<file path="src/sv/tfp_pkg.sv">
// ----------------------------------------------------------------------------
// tfp_pkg: shared types and constants for the TFTP packet field parser
// Parse phases, field tags, per-byte input item, result item and the
// parser state record.
// ----------------------------------------------------------------------------
package tfp_pkg;

    // Parse phase of the current packet
    typedef enum logic [3:0] {
        PH_OPC_HI    = 4'd0,
        PH_OPC_LO    = 4'd1,
        PH_FNAME     = 4'd2,
        PH_MODE      = 4'd3,
        PH_NUM_HI    = 4'd4,
        PH_NUM_LO    = 4'd5,
        PH_PAYLOAD   = 4'd6,
        PH_ERRMSG    = 4'd7,
        PH_OPT_START = 4'd8,
        PH_OPTNAME   = 4'd9,
        PH_OPTVAL    = 4'd10,
        PH_IGNORE    = 4'd11
    } t_phase;

    // Field tag given to each byte
    typedef enum logic [3:0] {
        K_OPCODE  = 4'd0,
        K_FNAME   = 4'd1,
        K_MODE    = 4'd2,
        K_BLOCK   = 4'd3,
        K_PAYLOAD = 4'd4,
        K_ERRCODE = 4'd5,
        K_ERRMSG  = 4'd6,
        K_OPTNAME = 4'd7,
        K_OPTVAL  = 4'd8,
        K_TERM    = 4'd9,
        K_IGNORED = 4'd10
    } t_kind;

    // TFTP opcodes
    localparam logic [15:0] OP_RRQ   = 16'd1;
    localparam logic [15:0] OP_WRQ   = 16'd2;
    localparam logic [15:0] OP_DATA  = 16'd3;
    localparam logic [15:0] OP_ACK   = 16'd4;
    localparam logic [15:0] OP_ERROR = 16'd5;
    localparam logic [15:0] OP_OACK  = 16'd6;

    // Smallest tail that still holds an option pair
    localparam logic [16:0] OPT_MIN_TAIL = 17'd4;
    localparam logic [15:0] POS_MAX      = 16'hffff;

    typedef struct packed {
        logic [7:0]  byte_value;
        logic [15:0] packet_length;
        logic        last_byte;
    } t_in;

    typedef struct packed {
        logic [7:0]  data_byte;
        t_kind       field_kind;
        logic [3:0]  option_index;
        logic        packet_end;
        logic        malformed;
        logic [2:0]  opcode_value;
        logic [15:0] number_value;
        logic        number_valid;
    } t_res;

    typedef struct packed {
        t_phase      phase;
        logic [15:0] pos;
        logic [15:0] opcode;
        logic [15:0] number;
        logic [3:0]  opt_cnt;
        logic        bad;
    } t_state;

    localparam t_state ST_RESET = '{
        phase:   PH_OPC_HI,
        pos:     16'd0,
        opcode:  16'd0,
        number:  16'd0,
        opt_cnt: 4'd0,
        bad:     1'b0
    };

endpackage

</file>
<file path="src/sv/tftp_packet_field_parser.sv">
// ----------------------------------------------------------------------------
// tftp_packet_field_parser: tags each byte of a TFTP packet with its field
// Bytes enter on the slave stream and leave, one result per byte, on the
// master stream with field tag, option number, opcode and block number or error code.
// ----------------------------------------------------------------------------
// Usage:
//   Slave stream: one packet byte per item; tdata carries the byte and the
//   packet length, tlast marks the final byte of the packet.
//   Master stream: one result per byte; tuser carries the field tag, tlast
//   repeats the input's last-byte mark, and malformed is final on that item.
//   Path: an accepted input item is held in the input register, and its
//   result is then written to the result register for the master side.
//   Throughput: one item per cycle while the master side does not hold
//   tready low; the parse state is one register holding the state record,
//   updated by the logic between the two registers.
//   Reset: synchronous, active low; empties both registers and returns the
//   parser to the start of a packet. The parser also returns there by
//   itself after every byte marked tlast.
//   Stall: while the master side holds tready low the result stays put and
//   the input register can still take one more item; tready on the slave
//   side drops only when both registers are full.
// ----------------------------------------------------------------------------
module tftp_packet_field_parser #(
    parameter int MAX_OPTIONS = 15
) (
    input  logic        i_clk,
    input  logic        i_rst_n,
    // slave stream
    input  logic        i_s_axis_tvalid,
    output logic        o_s_axis_tready,
    input  logic [23:0] i_s_axis_tdata,  // [7:0] byte_value, [23:8] packet_length
    input  logic        i_s_axis_tlast,  // last_byte
    // master stream
    output logic        o_m_axis_tvalid,
    input  logic        i_m_axis_tready,
    output logic [39:0] o_m_axis_tdata,  // [7:0] data_byte, [11:8] option_index,
                                         // [12] malformed, [15:13] opcode_value,
                                         // [31:16] number_value, [32] number_valid,
                                         // [39:33] zero
    output logic [3:0]  o_m_axis_tuser,  // [3:0] field_kind
    output logic        o_m_axis_tlast   // packet_end
);

    // Option index saturates at the smaller of MAX_OPTIONS and 15
    localparam logic [3:0] OPT_CAP = (MAX_OPTIONS > 15) ? 4'd15 : 4'(MAX_OPTIONS);

    logic            r_in_valid;
    tfp_pkg::t_in    r_in;
    logic            r_out_valid;
    tfp_pkg::t_res   r_out;
    tfp_pkg::t_state r_st;
    tfp_pkg::t_state n_st;
    tfp_pkg::t_res   n_res;
    logic            w_adv;
    logic            w_in_acc;
    logic            w_step;

    assign w_adv    = !r_out_valid || i_m_axis_tready;
    assign w_step   = w_adv && r_in_valid;
    assign w_in_acc = i_s_axis_tvalid && o_s_axis_tready;

    assign o_s_axis_tready = !r_in_valid || w_adv;

    // Parse logic
    tfp_step #(
        .OPT_CAP (OPT_CAP)
    ) u_step (
        .i_state (r_st),
        .i_item  (r_in),
        .o_state (n_st),
        .o_res   (n_res)
    );

    // Input register
    always_ff @(posedge i_clk) begin
        if (!i_rst_n) begin
            r_in_valid <= 1'b0;
        end else if (w_in_acc) begin
            r_in_valid <= 1'b1;
        end else if (w_adv) begin
            r_in_valid <= 1'b0;
        end
    end

    always_ff @(posedge i_clk) begin
        if (w_in_acc) begin
            r_in.byte_value    <= i_s_axis_tdata[7:0];
            r_in.packet_length <= i_s_axis_tdata[23:8];
            r_in.last_byte     <= i_s_axis_tlast;
        end
    end

    // Parser state and result register
    always_ff @(posedge i_clk) begin
        if (!i_rst_n) begin
            r_out_valid <= 1'b0;
            r_st        <= tfp_pkg::ST_RESET;
        end else begin
            if (w_adv) r_out_valid <= r_in_valid;
            if (w_step) r_st <= n_st;
        end
    end

    always_ff @(posedge i_clk) begin
        if (w_step) r_out <= n_res;
    end

    // Master stream packing
    assign o_m_axis_tvalid = r_out_valid;
    assign o_m_axis_tuser  = r_out.field_kind;
    assign o_m_axis_tlast  = r_out.packet_end;
    assign o_m_axis_tdata  = {7'd0, r_out.number_valid, r_out.number_value,
                              r_out.opcode_value, r_out.malformed,
                              r_out.option_index, r_out.data_byte};

    // Checks
    a_opcode_range: assert property (@(posedge i_clk) disable iff (!i_rst_n)
        o_m_axis_tvalid |-> (o_m_axis_tdata[15:13] <= 3'd6))
        else $error("opcode_value out of range");

    a_num_valid_op: assert property (@(posedge i_clk) disable iff (!i_rst_n)
        (o_m_axis_tvalid && o_m_axis_tdata[32]) |->
        (o_m_axis_tdata[15:13] >= 3'd3 && o_m_axis_tdata[15:13] <= 3'd5))
        else $error("number_valid without a numbered opcode");

    a_opt_idx_kind: assert property (@(posedge i_clk) disable iff (!i_rst_n)
        (o_m_axis_tvalid && o_m_axis_tdata[11:8] != 4'd0) |->
        (o_m_axis_tuser == tfp_pkg::K_OPTNAME || o_m_axis_tuser == tfp_pkg::K_OPTVAL ||
         o_m_axis_tuser == tfp_pkg::K_TERM))
        else $error("option index outside an option");

    a_end_resets: assert property (@(posedge i_clk) disable iff (!i_rst_n)
        (w_step && r_in.last_byte) |=> (r_st.phase == tfp_pkg::PH_OPC_HI &&
                                         r_st.pos == 16'd0))
        else $error("parser not back at packet start after last byte");

endmodule

</file>
<file path="src/sv/tfp_step.sv">
// ----------------------------------------------------------------------------
// tfp_step: per-byte parse logic
// From the current parser state and one input item, computes the next
// parser state and the tagged result item. Purely combinational.
// ----------------------------------------------------------------------------
module tfp_step #(
    parameter logic [3:0] OPT_CAP = 4'd15
) (
    input  tfp_pkg::t_state i_state,
    input  tfp_pkg::t_in    i_item,
    output tfp_pkg::t_state o_state,
    output tfp_pkg::t_res   o_res
);

    tfp_pkg::t_phase eff_phase;
    tfp_pkg::t_state upd;
    logic            is_null;
    logic            is_num_op;
    logic            op_valid;

    assign is_null = (i_item.byte_value == 8'd0);

    // Resolve the option-start phase against the bytes left
    always_comb begin
        eff_phase = i_state.phase;
        if (i_state.phase == tfp_pkg::PH_OPT_START) begin
            if ({1'b0, i_item.packet_length} >= ({1'b0, i_state.pos} + tfp_pkg::OPT_MIN_TAIL))
            begin
                eff_phase = tfp_pkg::PH_OPTNAME;
            end else begin
                eff_phase = tfp_pkg::PH_IGNORE;
            end
        end
    end

    // Next state
    always_comb begin
        upd = i_state;
        case (eff_phase)
            tfp_pkg::PH_OPC_HI: begin
                upd.opcode = {i_item.byte_value, 8'd0};
                upd.phase  = tfp_pkg::PH_OPC_LO;
                if (i_item.last_byte) upd.bad = 1'b1;
            end
            tfp_pkg::PH_OPC_LO: begin
                upd.opcode = {i_state.opcode[15:8], i_item.byte_value};
                if (upd.opcode == 16'd0 || upd.opcode > tfp_pkg::OP_OACK) begin
                    upd.bad   = 1'b1;
                    upd.phase = tfp_pkg::PH_IGNORE;
                end else if (upd.opcode == tfp_pkg::OP_RRQ ||
                             upd.opcode == tfp_pkg::OP_WRQ) begin
                    upd.phase = tfp_pkg::PH_FNAME;
                end else if (upd.opcode == tfp_pkg::OP_OACK) begin
                    upd.phase = tfp_pkg::PH_OPT_START;
                end else begin
                    upd.phase = tfp_pkg::PH_NUM_HI;
                    if (i_item.last_byte) upd.bad = 1'b1;
                end
            end
            tfp_pkg::PH_FNAME: begin
                if (is_null) upd.phase = tfp_pkg::PH_MODE;
            end
            tfp_pkg::PH_MODE: begin
                if (is_null) upd.phase = tfp_pkg::PH_OPT_START;
            end
            tfp_pkg::PH_NUM_HI: begin
                upd.number = {i_item.byte_value, 8'd0};
                upd.phase  = tfp_pkg::PH_NUM_LO;
                if (i_item.last_byte) upd.bad = 1'b1;
            end
            tfp_pkg::PH_NUM_LO: begin
                upd.number = {i_state.number[15:8], i_item.byte_value};
                if (i_state.opcode == tfp_pkg::OP_DATA) begin
                    upd.phase = tfp_pkg::PH_PAYLOAD;
                end else if (i_state.opcode == tfp_pkg::OP_ERROR) begin
                    upd.phase = tfp_pkg::PH_ERRMSG;
                end else begin
                    upd.phase = tfp_pkg::PH_IGNORE;
                end
            end
            tfp_pkg::PH_PAYLOAD: begin
                upd.phase = tfp_pkg::PH_PAYLOAD;
            end
            tfp_pkg::PH_ERRMSG: begin
                if (is_null) upd.phase = tfp_pkg::PH_IGNORE;
            end
            tfp_pkg::PH_OPTNAME: begin
                upd.phase = is_null ? tfp_pkg::PH_OPTVAL : tfp_pkg::PH_OPTNAME;
            end
            tfp_pkg::PH_OPTVAL: begin
                if (is_null) begin
                    upd.phase = tfp_pkg::PH_OPT_START;
                    if (i_state.opt_cnt < OPT_CAP) upd.opt_cnt = i_state.opt_cnt + 4'd1;
                end
            end
            default: begin
                upd.phase = tfp_pkg::PH_IGNORE;
            end
        endcase

        // Position counter saturates
        if (i_state.pos != tfp_pkg::POS_MAX) upd.pos = i_state.pos + 16'd1;
    end

    // Packet end returns to the reset state
    assign o_state = i_item.last_byte ? tfp_pkg::ST_RESET : upd;

    assign op_valid  = (upd.opcode >= tfp_pkg::OP_RRQ) && (upd.opcode <= tfp_pkg::OP_OACK);
    assign is_num_op = (upd.opcode >= tfp_pkg::OP_DATA) && (upd.opcode <= tfp_pkg::OP_ERROR);

    // Result item
    always_comb begin
        o_res              = '0;
        o_res.data_byte    = i_item.byte_value;
        o_res.packet_end   = i_item.last_byte;
        o_res.malformed    = upd.bad;
        o_res.field_kind   = tfp_pkg::K_IGNORED;
        o_res.option_index = 4'd0;
        case (eff_phase)
            tfp_pkg::PH_OPC_HI, tfp_pkg::PH_OPC_LO: begin
                o_res.field_kind = tfp_pkg::K_OPCODE;
            end
            tfp_pkg::PH_FNAME: begin
                o_res.field_kind = is_null ? tfp_pkg::K_TERM : tfp_pkg::K_FNAME;
            end
            tfp_pkg::PH_MODE: begin
                o_res.field_kind = is_null ? tfp_pkg::K_TERM : tfp_pkg::K_MODE;
            end
            tfp_pkg::PH_NUM_HI, tfp_pkg::PH_NUM_LO: begin
                o_res.field_kind = (i_state.opcode == tfp_pkg::OP_ERROR) ?
                                   tfp_pkg::K_ERRCODE : tfp_pkg::K_BLOCK;
            end
            tfp_pkg::PH_PAYLOAD: begin
                o_res.field_kind = tfp_pkg::K_PAYLOAD;
            end
            tfp_pkg::PH_ERRMSG: begin
                o_res.field_kind = is_null ? tfp_pkg::K_TERM : tfp_pkg::K_ERRMSG;
            end
            tfp_pkg::PH_OPTNAME: begin
                o_res.field_kind   = is_null ? tfp_pkg::K_TERM : tfp_pkg::K_OPTNAME;
                o_res.option_index = i_state.opt_cnt;
            end
            tfp_pkg::PH_OPTVAL: begin
                o_res.field_kind   = is_null ? tfp_pkg::K_TERM : tfp_pkg::K_OPTVAL;
                o_res.option_index = i_state.opt_cnt;
            end
            default: begin
                o_res.field_kind = tfp_pkg::K_IGNORED;
            end
        endcase

        // Opcode known from the second byte on
        if (i_state.pos != 16'd0 && op_valid) o_res.opcode_value = upd.opcode[2:0];

        // Block number / error code
        if (is_num_op && i_state.pos >= 16'd2) begin
            o_res.number_value = upd.number;
            if (upd.phase == tfp_pkg::PH_PAYLOAD || upd.phase == tfp_pkg::PH_ERRMSG ||
                upd.phase == tfp_pkg::PH_IGNORE) begin
                o_res.number_valid = 1'b1;
            end
        end
    end

endmodule
</file>
<file path="config.mk">
export PLATFORM = sky130hd
export DESIGN_NAME = tftp_packet_field_parser
export DESIGN_NICKNAME = d
export VERILOG_FILES = /design/src/sv/tfp_pkg.sv /design/src/sv/tftp_packet_field_parser.sv /design/src/sv/tfp_step.sv
export SDC_FILE = /design/constraint.sdc
export NUM_CORES = 1
export LEC_CHECK = 0
export ABC_AREA = 1
export BUFFER_PORTS_ARGS = -buffer_cell sky130_fd_sc_hd__clkbuf_2
export CAP_MARGIN = 30
export CORE_MARGIN = 3
export CORE_UTILIZATION = 55
export DETAILED_ROUTE_END_ITERATION = 16
export GPL_ROUTABILITY_DRIVEN = 0
export PLACE_DENSITY = 0.79
export SYNTH_ARGS = -nofsm -noshare
export SYNTH_HDL_FRONTEND = slang
export SYNTH_HIERARCHICAL = 1
export SYNTH_SLANG_ARGS = --single-unit
</file>
<file path="constraint.sdc">
create_clock -name i_clk -period 4.09 [get_ports i_clk]
set_input_delay 0.2045 -clock i_clk [delete_from_list [all_inputs] [get_ports i_clk]]
set_output_delay 0.2045 -clock i_clk [all_outputs]
set_load 0.005 [all_outputs]
</file>
==> results by group <==
Logic synthesis
  – Synth async-reset ratio: 0
  – Most frequent cells after synthesis: nand2_1, nor2_1, inv_1
  – Sequential fraction of the synthesis area: 0.4221
  – Post-Syn Area: 7281 sq um
  – Synth warnings: 6
  – Dominant cell type by area after synthesis: edfxtp_1
  – Area contributors post-synth: edfxtp_1, dfxtp_1, nand2_1
  – Main synth FF type: edfxtp_1
  – Number of synthesized flops with an enable pin: 63
  – Number of synthesized register bits: 122
  – Syn Inst Count: 955
  – Synth top area share: 0.2598
  – Synth cell types: 51
  – Syn Area/Cell: 7.624 sq um
  – Cell with the most instances after synthesis: nand2_1

Worst hold path
  – WHS Path Cells: 3
  – Worst Hold End: r_in_valid
  – Hold Startpoint: i_s_axis_tvalid
  – HP Class: input pin to flop

STA
  – Hold WS: 30.39 ps
  – Setup TNS: 0 ps
  – Endpoints failing hold: 0
  – Least-Margin Pin Slew: 949.3 ps
  – RSZ-0062 raised after global routing: no
  – Rel. slew slack: 0.3672
  – Worst Skew: 5.678 ps
  – Min cycle time layout: 3446 ps
  – Max Slew Vio Count: 0
  – Setup violators final: 0
  – Crit share post-route: 0.8425
  – Max Clk Rate: 290.2 MHz

Floorplanning
  – Area of the core: 12770 sq um
  – Initial Utilization: 0.5700
  – # rows: 41
  – Ports: 76
  – Die H: 121.1 um
  – DIE AREA: 14650 sq um
  – Die Width: 121.1 um

CTS
  – Clock root cell: clkbuf_16
  – Clock H-tree levels: 4
  – Total CTS buffers: 17
  – Cts repair resizes: 0
  – Worst skew pair latency: 420 ps
  – TritonCTS clock tree: built
  – Clock transition at path regs: 60 ps
  – Maximum clock path buffer count: 2
  – Clock sink total: 122

Placed design
  – DP HPWL: 10.96 mm
  – Area after DPL: 7610 sq um
  – Number of buffers added on ports: 68

Critical path
  – Critical Path Source Type: flop
  – Slowest library cell on the worst path: dfxtp_1
  – Worst Setup Path Type: flop to flop
  – Critical-path cell list: ha_1 -> nand2_1 -> nor2_1 -> nand2_1 -> nor3_1 -> nand2_1 -> nor2_1 -> xnor2_1 -> ha_1 -> nand2_1 -> inv_1 -> nand2_1 -> nor3_1 -> a21oi_1 -> nand2_1 -> nand3_2 -> nand4_2 -> nand2_1 -> nor2_1 -> nor2_1 -> nor2_1 -> nor2_1
  – Worst EP arrival: 3620 ps
  – Critical R2R Capture: o_m_axis_tdata[32]
  – Required @ worst endpoint: 4270 ps
  – CP delay by family, top: simple AND/OR/NAND/NOR gates
  – Most used cell along the critical path: nand2_1
  – Register-to-register setup slack: 640 ps
  – WP buf/inv: 1
  – Type of destination of the critical path: flop
  – Crit-path max FO: 7
  – R2r startpoint: r_st[39]
  – CP peak stage delay: 410 ps
  – R2R depth: 22

Power and ir drop
  – Internal power: 2.454 mW
  – VDD IR-drop max: 0.3936 mV
  – Leakage power: 3.486 nW
  – Flop pwr share: 0.421
  – Switching share of power: 0.2747
  – Sw power: 929.5 uW
  – Part of the power in combinational logic: 0.152
  – Tot Pwr: 3.383 mW
  – Pwr Density: 401.1 nW/um^2
  – Clock Power Share: 0.426

Finish
  – Nets: 1075
  – Final core occ: 0.6604
  – Area Overhead vs Synth: 15.86%
  – Proportion of layout cells with a drive suffix above 1: 0.1409
  – Fin area: 8436 sq um
  – N_diodes: 0

Global routing
  – First-pass GRT wire length: 27.34 mm
  – Vias in the first global route: 5819
  – Initial antenna violation count: 0
  – GR Util All Layers: 0.2323
  – Overflow after GRT: 0
  – Largest net degree at the start of global routing: 90

Drt
  – Vias/cell: 5.316
  – ANT nets after route: 0
  – Final WL: 16.44 mm
  – Drt drc: 0
  – Drt first-iter violations: 745
  – Via count: 6422
  – Initial DRT Pass Iterations: 6
  – Drt wl/cell: 13.61 um

Job
  – Max-Cap Viols: 0

Outcome
  – Status: finished, final reports clean
[per-layer routing]
| metal | global-route usage | wire length, um | vias up |
|---|---|---|---|
| met5 | 0 | 0 | - |
| met4 | 0.08569 | 340 | 0 |
| met3 | 0.05688 | 1050 | 33 |
| met2 | 0.3717 | 7750 | 218 |
| met1 | 0.3059 | 7299 | 2913 |
| li1 | - | - | 3258 |
[worst max-delay path by stage]
stage,endpoint,depth (start not counted),from
CTS,o_m_axis_tdata[32],22,r_st[39]
floorplan,o_m_axis_tdata[0],5,r_in_valid
global route,r_st[53],24,r_st[39]
detailed placement,o_m_axis_tdata[32],21,r_st[39]
finish,o_m_axis_tdata[32],22,r_st[39]
global placement,r_st[53],24,r_st[39]
[cell families (layout without fill, tap and decap cells)]
group / after synthesis / in the layout / synth area share
AO/OA/AOI/OAI: 163 / 163 / 0.1244
flip-flops: 122 / 122 / 0.4221
other: 1 / 7 / 0.0005151
adder cells (fa/ha/maj): 23 / 23 / 0.03953
XOR/XNOR: 11 / 11 / 0.01323
AND/OR/NAND/NOR: 435 / 435 / 0.2731
buffers and inverters: 200 / 275 / 0.1272
[power groups by stage]
stage	Sequential [mW]	Clock, mW	Combinational (mW)
after global routing	1.43	1.52	0.585
after floorplan	1.43	0	0.395
after global placement	1.45	0	0.468
after detailed placement	1.45	0	0.486
after CTS	1.42	1.47	0.510
final	1.43	1.44	0.515
[cells in the final DEF, fill, tap and decap left out, drive strengths merged, types with 11 or more instances in the layout]
cell type and instances:
a22oi 11, nor2 160, clkinv 12, dfxtp 59, clkbuf 85, ha 23
o21ai 42, a21oi 89, nand2 154, nor4 11, inv 142, edfxtp 63
dlygate4sd3 25, nand3 79, nor3 12, nand4 15
[final cells by class]
type	instances	area, sq um
Timing Repair Buffer	100	703.2
Clock buffer	17	425.4
Tap cell	172	215.2
Fill cell	1007	4338
Multi-Input combinational cell	639	3321
Sequential cell	122	3077
Clock inverter	15	150.1
Inverter	143	544.3
[sequential cells by signal, indices dropped and copies added (netlist names)]
signal and count:
o_m_axis_tuser 4, r_in_valid 1, o_m_axis_tlast 1, o_m_axis_tvalid 1, r_st 57, r_in 25, o_m_axis_tdata 33
[metrics by stage]
step                      cells  setup slack (ps)
after global placement     1147             796.8
after detailed placement   1151             697.8
after floorplan             961              1058
final                      1208             644.2
after global routing       1208             225.0
after CTS                  1208             667.1
[worst register-to-register path: cells and delay by family, from the launching register on]
family	cells	cell delay, ps
compound gates	1	90
xor+xnor	1	100
fa+ha+maj	2	560
buf+inv	1	60
flops	1	410
simple gates	17	2000
[repair_timing]
| item | CTS | global route |
|---|---|---|
| hold buffers | 25 | 0 |
| endpoints found under the setup margin | 0 | 0 |
| hold endpoints to repair | 25 | 0 |
| buffers inserted | 0 | 0 |
(Power assumes the default switching activity.)
